<file path="src/design/dtti_pkg.sv">
package dtti_pkg;

	// one decimal digit
	typedef logic [3:0] digit_t;

	// parser phases
	typedef logic [2:0] phase_t;

	localparam phase_t PH_SKIP   = 3'd0;
	localparam phase_t PH_NUM    = 3'd1;
	localparam phase_t PH_EFIRST = 3'd2;
	localparam phase_t PH_EWS    = 3'd3;
	localparam phase_t PH_EDIG   = 3'd4;
	localparam phase_t PH_EDONE  = 3'd5;
	localparam phase_t PH_ERR    = 3'd6;
	localparam phase_t PH_END    = 3'd7;

	localparam logic [7:0] CHAR_NUL   = 8'h00;
	localparam logic [7:0] CHAR_E     = 8'h65;
	localparam logic [7:0] CHAR_DOT   = 8'h2e;
	localparam logic [7:0] CHAR_PLUS  = 8'h2b;
	localparam logic [7:0] CHAR_MINUS = 8'h2d;
	localparam logic [7:0] CHAR_ZERO  = 8'h30;
	localparam logic [7:0] CHAR_NINE  = 8'h39;
	localparam logic [7:0] CHAR_SPACE = 8'h20;
	localparam logic [7:0] CHAR_TAB   = 8'h09;
	localparam logic [7:0] CHAR_CR    = 8'h0d;

	function automatic logic is_ws(input logic [7:0] c);
		return (c == CHAR_SPACE) || (c >= CHAR_TAB && c <= CHAR_CR);
	endfunction

	function automatic logic is_digit(input logic [7:0] c);
		return (c >= CHAR_ZERO) && (c <= CHAR_NINE);
	endfunction

	function automatic logic is_alpha(input logic [7:0] c);
		return (c >= 8'h41 && c <= 8'h5a) || (c >= 8'h61 && c <= 8'h7a);
	endfunction

endpackage

</file>
<file path="src/design/decimal_text_to_integer.sv">
// Decimal text to integer.
// Input stream (s_*): one text byte per request in s_tdata, s_tlast on the final
// byte of a text. A NUL byte ends the text early; bytes after it up to s_tlast
// are ignored. Output stream (m_*): one result per text, sent after its s_tlast
// byte: the value in m_tdata, parse status and overflow flag in m_tuser.
// Throughput: one byte per cycle while a text is read. After the s_tlast byte
// the block is busy: a finishing step, then one step per power of ten applied
// by the exponent, all through the shared times-ten unit (ending early once the
// value is zero or saturates), then loading of the output register.
// The output register holds the result while m_tready is low; the next text is
// taken meanwhile, and after its final byte the input stalls until the register
// frees up.
// Reset (arst_n low) clears the parser and drops m_tvalid; the first byte after
// reset starts a new text.
module decimal_text_to_integer #(
	parameter int VALUE_BITS = 63,
	parameter int COUNT_BITS = 16
) (
	input  logic                                clk,
	input  logic                                arst_n,
	input  logic                                s_tvalid,
	output logic                                s_tready,
	input  logic [7:0]                          s_tdata,  // [7:0] char_code
	input  logic                                s_tlast,  // last_char
	output logic                                m_tvalid,
	input  logic                                m_tready,
	output logic [((VALUE_BITS+7)/8)*8-1:0]     m_tdata,  // [VALUE_BITS-1:0] value
	output logic [1:0]                          m_tuser   // [0] status, [1] overflow
);
	import dtti_pkg::*;

	localparam int VB    = VALUE_BITS;
	localparam int CB    = COUNT_BITS;
	localparam int OUT_W = ((VALUE_BITS + 7) / 8) * 8;

	localparam logic [1:0] ST_RUN   = 2'd0;
	localparam logic [1:0] ST_FIN   = 2'd1;
	localparam logic [1:0] ST_SCALE = 2'd2;
	localparam logic [1:0] ST_OUT   = 2'd3;

	logic [1:0]       ctl_q;
	phase_t           phase_q;
	logic [VB-1:0]    acc_q;
	logic             ovf_q;
	logic [CB-1:0]    frac_q;
	logic [CB-1:0]    expm_q;
	logic             expneg_q;
	logic             err_q;
	logic [CB-1:0]    k_q;
	logic             status_q;
	logic             m_tvalid_q;
	logic [OUT_W-1:0] m_tdata_q;
	logic [1:0]       m_tuser_q;

	logic [7:0]       c;
	logic             accept;
	digit_t           dig;
	digit_t           val_digit;
	logic [VB-1:0]    val_prod;
	logic             val_ovf;
	logic [CB-1:0]    exp_prod;
	logic             exp_ovf;
	logic [CB-1:0]    frac_inc;

	phase_t           n_phase;
	logic [VB-1:0]    n_acc;
	logic             n_ovf;
	logic [CB-1:0]    n_frac;
	logic [CB-1:0]    n_expm;
	logic             n_expneg;
	logic             n_err;
	logic             lead;

	logic [CB-1:0]    adj;
	logic             fin_status;
	logic             fin_scale;
	logic             out_free;

	assign c         = s_tdata;
	assign accept    = s_tvalid && s_tready;
	assign s_tready  = (ctl_q == ST_RUN);
	assign dig       = digit_t'(c - CHAR_ZERO);
	assign val_digit = (ctl_q == ST_RUN) ? dig : '0;
	assign frac_inc  = (frac_q == '1) ? frac_q : frac_q + CB'(1);
	assign out_free  = !m_tvalid_q || m_tready;

	assign m_tvalid = m_tvalid_q;
	assign m_tdata  = m_tdata_q;
	assign m_tuser  = m_tuser_q;

	// shared unit: digit accumulation while reading, exponent scaling afterwards
	dtti_mul10 #(.W(VB)) u_val (
		.operand (acc_q),
		.digit   (val_digit),
		.product (val_prod),
		.ovf     (val_ovf)
	);

	dtti_mul10 #(.W(CB)) u_exp (
		.operand (expm_q),
		.digit   (dig),
		.product (exp_prod),
		.ovf     (exp_ovf)
	);

	// per-byte parser step
	always_comb begin
		n_phase  = phase_q;
		n_acc    = acc_q;
		n_ovf    = ovf_q;
		n_frac   = frac_q;
		n_expm   = expm_q;
		n_expneg = expneg_q;
		n_err    = err_q;
		lead     = 1'b0;
		unique case (phase_q) inside
			PH_SKIP, PH_NUM: begin
				if (phase_q == PH_SKIP && is_ws(c)) begin
					n_phase = phase_q;
				end else if (is_digit(c)) begin
					n_acc   = val_prod;
					n_ovf   = ovf_q | val_ovf;
					if (frac_q != '0)
						n_frac = frac_inc;
					n_phase = PH_NUM;
				end else if (c == CHAR_DOT) begin
					n_frac  = frac_inc;
					n_phase = PH_NUM;
				end else if (c == CHAR_NUL) begin
					n_phase = PH_END;
				end else if (c == CHAR_E) begin
					n_phase = PH_EFIRST;
				end else begin
					n_phase = PH_ERR;
					n_err   = 1'b1;
				end
			end
			PH_EFIRST: begin
				if (is_alpha(c) || c == CHAR_MINUS) begin
					n_phase = PH_ERR;
					n_err   = 1'b1;
				end else if (c == CHAR_PLUS) begin
					n_phase = PH_EWS;
				end else begin
					n_phase = PH_EWS;
					lead    = 1'b1;
				end
			end
			PH_EWS: lead = 1'b1;
			PH_EDIG: begin
				if (is_digit(c))
					n_expm = exp_ovf ? '1 : exp_prod;
				else
					n_phase = PH_EDONE;
			end
			default: n_phase = phase_q;
		endcase
		// exponent lead-in: whitespace, sign, first digit
		if (lead && !is_ws(c)) begin
			if (c == CHAR_PLUS) begin
				n_phase = PH_EDIG;
			end else if (c == CHAR_MINUS) begin
				n_expneg = 1'b1;
				n_phase  = PH_EDIG;
			end else if (is_digit(c)) begin
				n_expm  = CB'(dig);
				n_phase = PH_EDIG;
			end else begin
				n_phase = PH_EDONE;
			end
		end
	end

	// end-of-text checks
	always_comb begin
		adj        = (frac_q == '0) ? '0 : frac_q - CB'(1);
		fin_status = 1'b0;
		fin_scale  = 1'b0;
		if (phase_q == PH_ERR || err_q) begin
			fin_status = 1'b1;
		end else if (phase_q == PH_SKIP || phase_q == PH_NUM || phase_q == PH_END) begin
			fin_status = (frac_q != '0);
		end else if (expneg_q && expm_q != '0) begin
			fin_status = 1'b1;
		end else if (expm_q < adj) begin
			fin_status = 1'b1;
		end else begin
			fin_scale = 1'b1;
		end
	end

	always_ff @(posedge clk or negedge arst_n) begin
		if (!arst_n) begin
			ctl_q      <= ST_RUN;
			phase_q    <= PH_SKIP;
			acc_q      <= '0;
			ovf_q      <= 1'b0;
			frac_q     <= '0;
			expm_q     <= '0;
			expneg_q   <= 1'b0;
			err_q      <= 1'b0;
			k_q        <= '0;
			status_q   <= 1'b0;
			m_tvalid_q <= 1'b0;
			m_tdata_q  <= '0;
			m_tuser_q  <= '0;
		end else begin
			if (ctl_q == ST_OUT && out_free)
				m_tvalid_q <= 1'b1;
			else if (m_tready)
				m_tvalid_q <= 1'b0;
			unique case (ctl_q)
				ST_RUN: begin
					if (accept) begin
						phase_q  <= n_phase;
						acc_q    <= n_acc;
						ovf_q    <= n_ovf;
						frac_q   <= n_frac;
						expm_q   <= n_expm;
						expneg_q <= n_expneg;
						err_q    <= n_err;
						if (s_tlast)
							ctl_q <= ST_FIN;
					end
				end
				ST_FIN: begin
					status_q <= fin_status;
					k_q      <= expm_q - adj;
					ctl_q    <= fin_scale ? ST_SCALE : ST_OUT;
				end
				ST_SCALE: begin
					if (k_q == '0 || acc_q == '0) begin
						ctl_q <= ST_OUT;
					end else if (val_ovf) begin
						acc_q <= '1;
						ovf_q <= 1'b1;
						ctl_q <= ST_OUT;
					end else begin
						acc_q <= val_prod;
						k_q   <= k_q - CB'(1);
					end
				end
				ST_OUT: begin
					if (out_free) begin
						m_tdata_q  <= OUT_W'(acc_q);
						m_tuser_q  <= {ovf_q, status_q};
						// clear for the next text
						phase_q    <= PH_SKIP;
						acc_q      <= '0;
						ovf_q      <= 1'b0;
						frac_q     <= '0;
						expm_q     <= '0;
						expneg_q   <= 1'b0;
						err_q      <= 1'b0;
						ctl_q      <= ST_RUN;
					end
				end
				default: ctl_q <= ST_RUN;
			endcase
		end
	end

	a_last_starts_finish: assert property (@(posedge clk) disable iff (!arst_n)
		s_tvalid && s_tready && s_tlast |=> ctl_q == ST_FIN)
		else $error("final byte did not start the finishing step");

	a_result_from_out: assert property (@(posedge clk) disable iff (!arst_n)
		$rose(m_tvalid) |-> $past(ctl_q) == ST_OUT)
		else $error("result raised outside the output step");

	a_scale_counts_down: assert property (@(posedge clk) disable iff (!arst_n)
		ctl_q == ST_SCALE |=> ctl_q != ST_SCALE || k_q == $past(k_q) - CB'(1))
		else $error("scaling step count did not advance");

	a_no_scale_on_error: assert property (@(posedge clk) disable iff (!arst_n)
		ctl_q == ST_SCALE |-> !status_q)
		else $error("failed parse went into scaling");

	a_overflow_saturates: assert property (@(posedge clk) disable iff (!arst_n)
		m_tvalid && m_tuser[1] |-> &m_tdata[VB-1:0])
		else $error("overflow flagged without saturated value");

endmodule

</file>
<file path="src/design/dtti_mul10.sv">
// Times ten plus a digit, saturating at all ones.
module dtti_mul10 #(
	parameter int W = 63
) (
	input  logic [W-1:0]        operand,
	input  dtti_pkg::digit_t    digit,
	output logic [W-1:0]        product,
	output logic                ovf
);
	import dtti_pkg::*;

	localparam int WX = W + 4;

	logic [WX-1:0] wide;

	assign wide    = (WX'(operand) << 3) + (WX'(operand) << 1) + WX'(digit);
	assign ovf     = |wide[WX-1:W];
	assign product = ovf ? '1 : wide[W-1:0];

endmodule
</file>
<file path="config.mk">
export PLATFORM = sky130hd
export DESIGN_NAME = decimal_text_to_integer
export DESIGN_NICKNAME = d
export VERILOG_FILES = /design/src/design/dtti_pkg.sv /design/src/design/decimal_text_to_integer.sv /design/src/design/dtti_mul10.sv
export SDC_FILE = /design/constraint.sdc
export NUM_CORES = 1
export LEC_CHECK = 0
export ABC_AREA = 0
export BUFFER_PORTS_ARGS = -buffer_cell sky130_fd_sc_hd__buf_2
export CAP_MARGIN = 40
export CORE_UTILIZATION = 40
export DETAILED_ROUTE_END_ITERATION = 16
export GPL_TIMING_DRIVEN = 0
export HOLD_SLACK_MARGIN = 0.02
export PLACE_DENSITY = 0.67
export SLEW_MARGIN = 30
export SYNTH_ARGS = -nofsm -noshare
export SYNTH_HDL_FRONTEND = slang
export SYNTH_HIERARCHICAL = 1
export SYNTH_SLANG_ARGS = --single-unit
</file>
<file path="constraint.sdc">
create_clock -name clk -period 5.7 [get_ports clk]
set_input_delay 0.57 -clock clk [delete_from_list [all_inputs] [get_ports clk]]
set_output_delay 0.57 -clock clk [all_outputs]
set_load 0.01 [all_outputs]
</file>
==> reports/results.ini, run 1 <==
[global_route]
grt_max_degree = 69
busiest_layer = met2
grt-ovfl-total = 0
grtUsageMet1_pct = 29.62
grt_pass1_wl_mm = 75.95
antenna_found_initial = 0
grt_util_met2_pct = 37.77
grt_pass1_vias = 14682
grt_usage_pct = 22.58
global_route.usage.met3_pct = 3.245

[logic_synthesis]
yosysWarnings = 6
synth-async-reset-ratio_pct = 100.0
yosysUniqueCellTypes = 102
synthSimpleGateAreaFrac_pct = 20.49
avgSynthCellArea_um2 = 8.417
synthAdderAreaFrac_pct = 14.27
muxShareOfSynthArea_pct = 4.819
synth_xor_xnor_area_share_pct = 4.940
synthCells = 1959
synthFlopType = dfrtp_1
ys_seq_area_share_pct = 28.23
synth_fp_nets = 2157
synth_area_um2 = 16490
synth_top_family_by_area = compound AO/OA/AOI/OAI gates
synth-compound-area-share_pct = 22.23
synth-edff-count = 0
ys_ff_latch = 186

[run_status]
status = finished, final reports clean

[critical_path]
crit_required_ns = 6.07
ff2ff_path_depth = 25
rrSetupSlack_ns = 0.22
cp.depth = 25
rr_endpoint = k_q[13]$_DFFE_PN0P_
path_class = flip-flop to flip-flop
crit_fanout = 10
crit_slowest_cell = fa_2
critPathArrivalTime_ns = 5.85
endpoint_kind = flip-flop
max_stage_delay_ns = 0.43
startpoint_type = flip-flop
startpoint = ctl_q[0]$_DFFE_PN0P_
r2r_start = ctl_q[0]$_DFFE_PN0P_
crit_family = compound AO/OA/AOI/OAI gates
worst-path-buf-inv = 6
cp-endpoint = k_q[13]$_DFFE_PN0P_

[floorplan]
core_area_um2 = 40740
ios = 81
die_area_um2 = 42040
die_h_um = 205.0
rows = 74
die_w_um = 205.0
initial_utilization_pct = 40.47

[clock_network]
cts_tree = done
clockBufferDepth = 2
path_clk_slew_ns = 0.08
cts_sinks = 186
htreeDepth = 4
root_buffer = clkbuf_16
numCtsBuffers = 17
insertion_delay_ns = 0.46

[cells_and_area]
drive_gt1_share_pct = 16.29
final_common_cell = nand2_1
final_nets = 2266
diodes = 0
mostFrequentLayoutCells = nand2_1, a21oi_1, dfrtp_1
area_growth_pct = 11.41

[routing]
wirelength_mm = 46.07
avgViaCountPerCell = 5.793
first_iter_violations = 879
drtPass1Iterations = 5
drt-wirelength-per-cell_um = 17.63
vias = 15137
drc = 0
antenna_left = 0

[sta]
hold_viol = 0
slew_headroom_pct = 49.92
setup-violations-final = 0
tightest_slew_ns = 0.7493
finClkSkew_ns = 0.01388
fmax_mhz = 182.6
drv_slew = 0
hold_ws_ns = 0.05529
final.period_utilization_pct = 96.08
period_needed_ns = 5.477

[place]
finalWeightedCongestion = 0.9361
hpwl_mm = 35.95
port_buffers = 78

[job]
maxCapViolCount = 0

[hold_path]
hold_path.class = input pin to asynchronous set/reset pin

==> stage by stage <==
step	instance area, µm²	setup slack [ns]	std cells	setup TNS [ns]	utilization (%)
finish	18370	0.2235	2613	0	45.09
global route	18370	-0.009750	2613	-0.01008	45.09
CTS	18290	0.006099	2608	0	44.90
detailed placement	17630	-1.436	2573	-83.44	43.27
global placement	17550	-1.360	2569	-80.32	43.07
floorplan	16490	0.04963	1959	0	-
==> final cells by class <==
| cell class | instances | area, µm² |
|---|---|---|
| Inverter | 59 | 224.0 |
| Timing Repair Buffer | 92 | 548.0 |
| Fill cell | 4053 | 22370 |
| Clock buffer | 20 | 446.7 |
| Tap cell | 532 | 665.6 |
| Sequential cell | 186 | 4657 |
| Multi-Input combinational cell | 1591 | 11080 |
| Clock inverter | 12 | 125.1 |
| Buffer | 121 | 618.1 |
==> flip-flops by register name (all words and copies together) (netlist names) <==
register and flops:
acc_q 63, m_tdata 63, expm_q 16, frac_q 16, k_q 16, phase_q 3
ctl_q 2, m_tuser 2, err_q 1, expneg_q 1, m_tvalid 1, ovf_q 1
status_q 1
==> worst reg2reg max path: cells and delay by family (launching register included) <==
family          cells  cell delay, ns
fa+ha+maj           4            1.04
buf+inv             6            0.75
simple gates        6            0.90
compound gates      9            2.28
flops               1            0.41
==> cells by family (layout without fill, tap and decap cells) <==
family,after synthesis,in the layout
DFF,186,186
muxes,71,71
and+or+nand+nor,663,663
adders and majority gates,185,185
AOI/OAI and AO/OA,578,578
xor gates and xnor gates,93,93
other,1,1
buffers and inverters,182,304
==> what timing repair did <==
action	in CTS	in global routing
resized for setup	18	10
pin swaps	3	7
setup buffers	5	5
setup endpoints to repair	82	79
hold buffers	0	0
==> Yosys cell counts, types with 22 or more instances <==
cell	n	area, µm²
xnor2_1	47	411.6
buf_2	22	110.1
ha_1	180	2252
a21oi_1	197	986.0
nor2_1	123	461.7
a21o_1	25	187.7
nand2_2	57	356.6
mux2_2	67	754.5
clkbuf_1	81	304.0
nor3_1	35	175.2
inv_1	58	217.7
nand4_1	39	244.0
dfrtp_1	186	4654
nor2b_1	24	150.1
nand2_1	198	743.2
xor2_1	46	402.9
o21ai_0	137	685.7
nor4_1	36	225.2
nand3_1	44	220.2
==> metal layers <==
layer,vias up,routed length (µm)
li1,7402,-
met1,7259,21040
met2,396,21860
met3,80,1899
met4,0,1262
met5,-,0
==> worst min-delay path by stage <==
stage | endpoint | slack (ns)
2_1_floorplan | acc_q[0]$_DFFE_PN0P_ | 0.27
3_3_place_gp | m_tuser[0]$_DFFE_PN0P_ | 0.46
3_5_place_dp | m_tuser[0]$_DFFE_PN0P_ | 0.48
4_1_cts | m_tdata[32]$_DFFE_PN0P_ | 0.06
5_1_grt | m_tdata[32]$_DFFE_PN0P_ | 0.08
6_report | m_tdata[32]$_DFFE_PN0P_ | 0.06
Power of run 1 is left out: the tool's default activity adds up to more than one toggle a clock period on the data nets, which glitch-free logic cannot reach.
==> run 2: changes to the inputs <==
--- a/config.mk
+++ b/config.mk
@@ -8,11 +8,13 @@
 export ABC_AREA = 0
 export BUFFER_PORTS_ARGS = -buffer_cell sky130_fd_sc_hd__buf_2
 export CAP_MARGIN = 40
-export CORE_UTILIZATION = 40
+export CELL_PAD_IN_SITES_DETAIL_PLACEMENT = 0
+export CELL_PAD_IN_SITES_GLOBAL_PLACEMENT = 1
+export CORE_UTILIZATION = 44
 export DETAILED_ROUTE_END_ITERATION = 16
 export GPL_TIMING_DRIVEN = 0
 export HOLD_SLACK_MARGIN = 0.02
-export PLACE_DENSITY = 0.67
+export PLACE_DENSITY = 0.88
 export SLEW_MARGIN = 30
 export SYNTH_ARGS = -nofsm -noshare
 export SYNTH_HDL_FRONTEND = slang
==> run 2 against run 1 <==
Net effect:
- sequential share of layout area about the same
- largest cell class unchanged
- highest routed layer unchanged
- first-iteration DRC count increased by 21%
- flip-flop and latch count unchanged
- critical endpoint is now k_q[12]$_DFFE_PN0P_
- register-to-register slack got worse by 0.06 ns
==> reports/results.ini, run 2 (synthesized netlist as in run 1, its figures left out) <==
[global_route]
grt_usage_pct = 25.10  ; +2.5 points
antenna_found_initial = 0  ; unchanged
grt_pass1_wl_mm = 76.98  ; +1.4%
grt_max_degree = 73  ; +5.8%
grt_pass1_vias = 14616  ; -0.45%
grt-ovfl-total = 0  ; unchanged

[run_status]
status = finished, final reports clean

[floorplan]
die_h_um = 195.6  ; -4.6%
initial_utilization_pct = 44.82  ; +4.4 points
die_area_um2 = 38250  ; -9.0%
ios = 81  ; unchanged
rows = 70  ; -5.4%
die_w_um = 195.6  ; -4.6%
core_area_um2 = 36790  ; -9.7%

[critical_path]
critPathArrivalTime_ns = 5.92  ; +0.07 ns
endpoint_kind = flip-flop
crit_slowest_cell = fa_1
max_stage_delay_ns = 0.47  ; +0.04 ns
crit_required_ns = 6.08  ; about the same
startpoint_type = flip-flop
path_class = flip-flop to flip-flop
crit_fanout = 10  ; unchanged

[clock_network]
path_clk_slew_ns = 0.08  ; about the same
cts_tree = done
insertion_delay_ns = 0.47  ; about the same
cts_sinks = 186  ; unchanged
clockBufferDepth = 2  ; unchanged
htreeDepth = 4  ; unchanged
root_buffer = clkbuf_16
numCtsBuffers = 17  ; unchanged

[sta]
setup-violations-final = 0  ; unchanged
fmax_mhz = 180.6  ; -1.1%
tightest_slew_ns = 0.9251  ; +0.1758 ns
slew_headroom_pct = 37.76  ; -12 points
final.period_utilization_pct = 97.16  ; +1.1 points
drv_slew = 0  ; unchanged
period_needed_ns = 5.538  ; +0.06138 ns
finClkSkew_ns = 0.01221  ; -0.001673 ns
grt_setup_unrepaired = false
hold_viol = 0  ; unchanged

[cells_and_area]
diodes = 0  ; unchanged
area_growth_pct = 11.39  ; about the same
drive_gt1_share_pct = 16.66  ; +0.37 points
final_core_util_pct = 49.93  ; +4.8 points
final_common_cell = nand2_1
mostFrequentLayoutCells = nand2_1, a21oi_1, dfrtp_1
final_nets = 2268  ; +0.088%

[routing]
drtPass1Iterations = 6  ; +1
drc = 0  ; unchanged
avgViaCountPerCell = 5.909  ; +2.0%
first_iter_violations = 1067  ; +21%
drt-wirelength-per-cell_um = 18.45  ; +4.7%
antenna_left = 0  ; unchanged
vias = 15075  ; -0.41%
wirelength_mm = 47.07  ; +2.2%

[job]
maxCapViolCount = 0  ; unchanged

[hold_path]
hold_path.class = input pin to flip-flop

[place]
finalWeightedCongestion = 0.9111  ; -2.7%
hpwl_mm = 36.54  ; +1.6%
port_buffers = 78  ; unchanged

==> run 2: layer usage <==
layer | vias up | track usage [%] | routed length, µm
li1 | 7406 | - | -
met1 | 7226 | 35.61 | 22630
met2 | 386 | 39.59 | 21190
met3 | 57 | 2.850 | 2151
met4 | 0 | 8.282 | 1096
met5 | - | 0 | 0
==> run 2: critical path, delay by kind of cell, from the launching register on <==
family	cells	cell delay, ns
AO/OA/AOI/OAI	9	2.31
adder cells (fa/ha/maj)	3	1.08
AND/OR/NAND/NOR	6	0.90
buffers and inverters	7	0.70
flip-flops	1	0.44
==> run 2: final cells by class <==
cell class	instances	area, µm²
Clock buffer	20	466.7
Sequential cell	186	4657
Inverter	59	221.5
Tap cell	468	585.6
Timing Repair Buffer	94	563.0
Multi-Input combinational cell	1591	11120
Fill cell	3590	18420
Buffer	121	618.1
Clock inverter	12	136.4
==> run 2: metrics by stage <==
| step | instance area (µm²) | std cells | hold WS (ns) | setup TNS [ns] | worst slack, ns |
|---|---|---|---|---|---|
| CTS | 18280 | 2547 | 0.3907 | 0 | 0.02848 |
| floorplan | 16490 | 1959 | 0.2744 | 0 | 0.04963 |
| global placement | 17470 | 2505 | 0.4631 | -87.91 | -1.579 |
| global route | 18370 | 2551 | 0.4309 | 0 | 0.005899 |
| detailed placement | 17530 | 2507 | 0.4742 | -86.18 | -1.584 |
| finish | 18370 | 2551 | 0.4097 | 0 | 0.1621 |
==> run 2: worst paths after layout <==
check                                       start                endpoint  slack [ns]  cells after the start
max                          ctl_q[0]$_DFFE_PN0P_     k_q[12]$_DFFE_PN0P_        0.16                     25
min                                      m_tready    m_tvalid$_DFFE_PN0P_        0.41                      3
max reg2reg                  ctl_q[0]$_DFFE_PN0P_     k_q[12]$_DFFE_PN0P_        0.16                     25
min reg2reg                m_tuser[0]$_DFFE_PN0P_  m_tuser[0]$_DFFE_PN0P_        0.49                      2
max in group asynchronous                  arst_n  expm_q[15]$_DFFE_PN0P_        4.05                      4
min in group asynchronous                  arst_n   acc_q[34]$_DFFE_PN0P_        0.60                      2
==> run 2: timing repair <==
item / 4_1_cts / 5_1_grt
gates cloned: 1 / 0
setup endpoints to repair: 82 / 78
buffers inserted: 8 / 4
hold buffers: 1 / 0
pin swaps: 3 / 6
resized for setup: 21 / 13
endpoints found under the hold margin: 12 / 0
Power of run 2 is left out for the same reason.
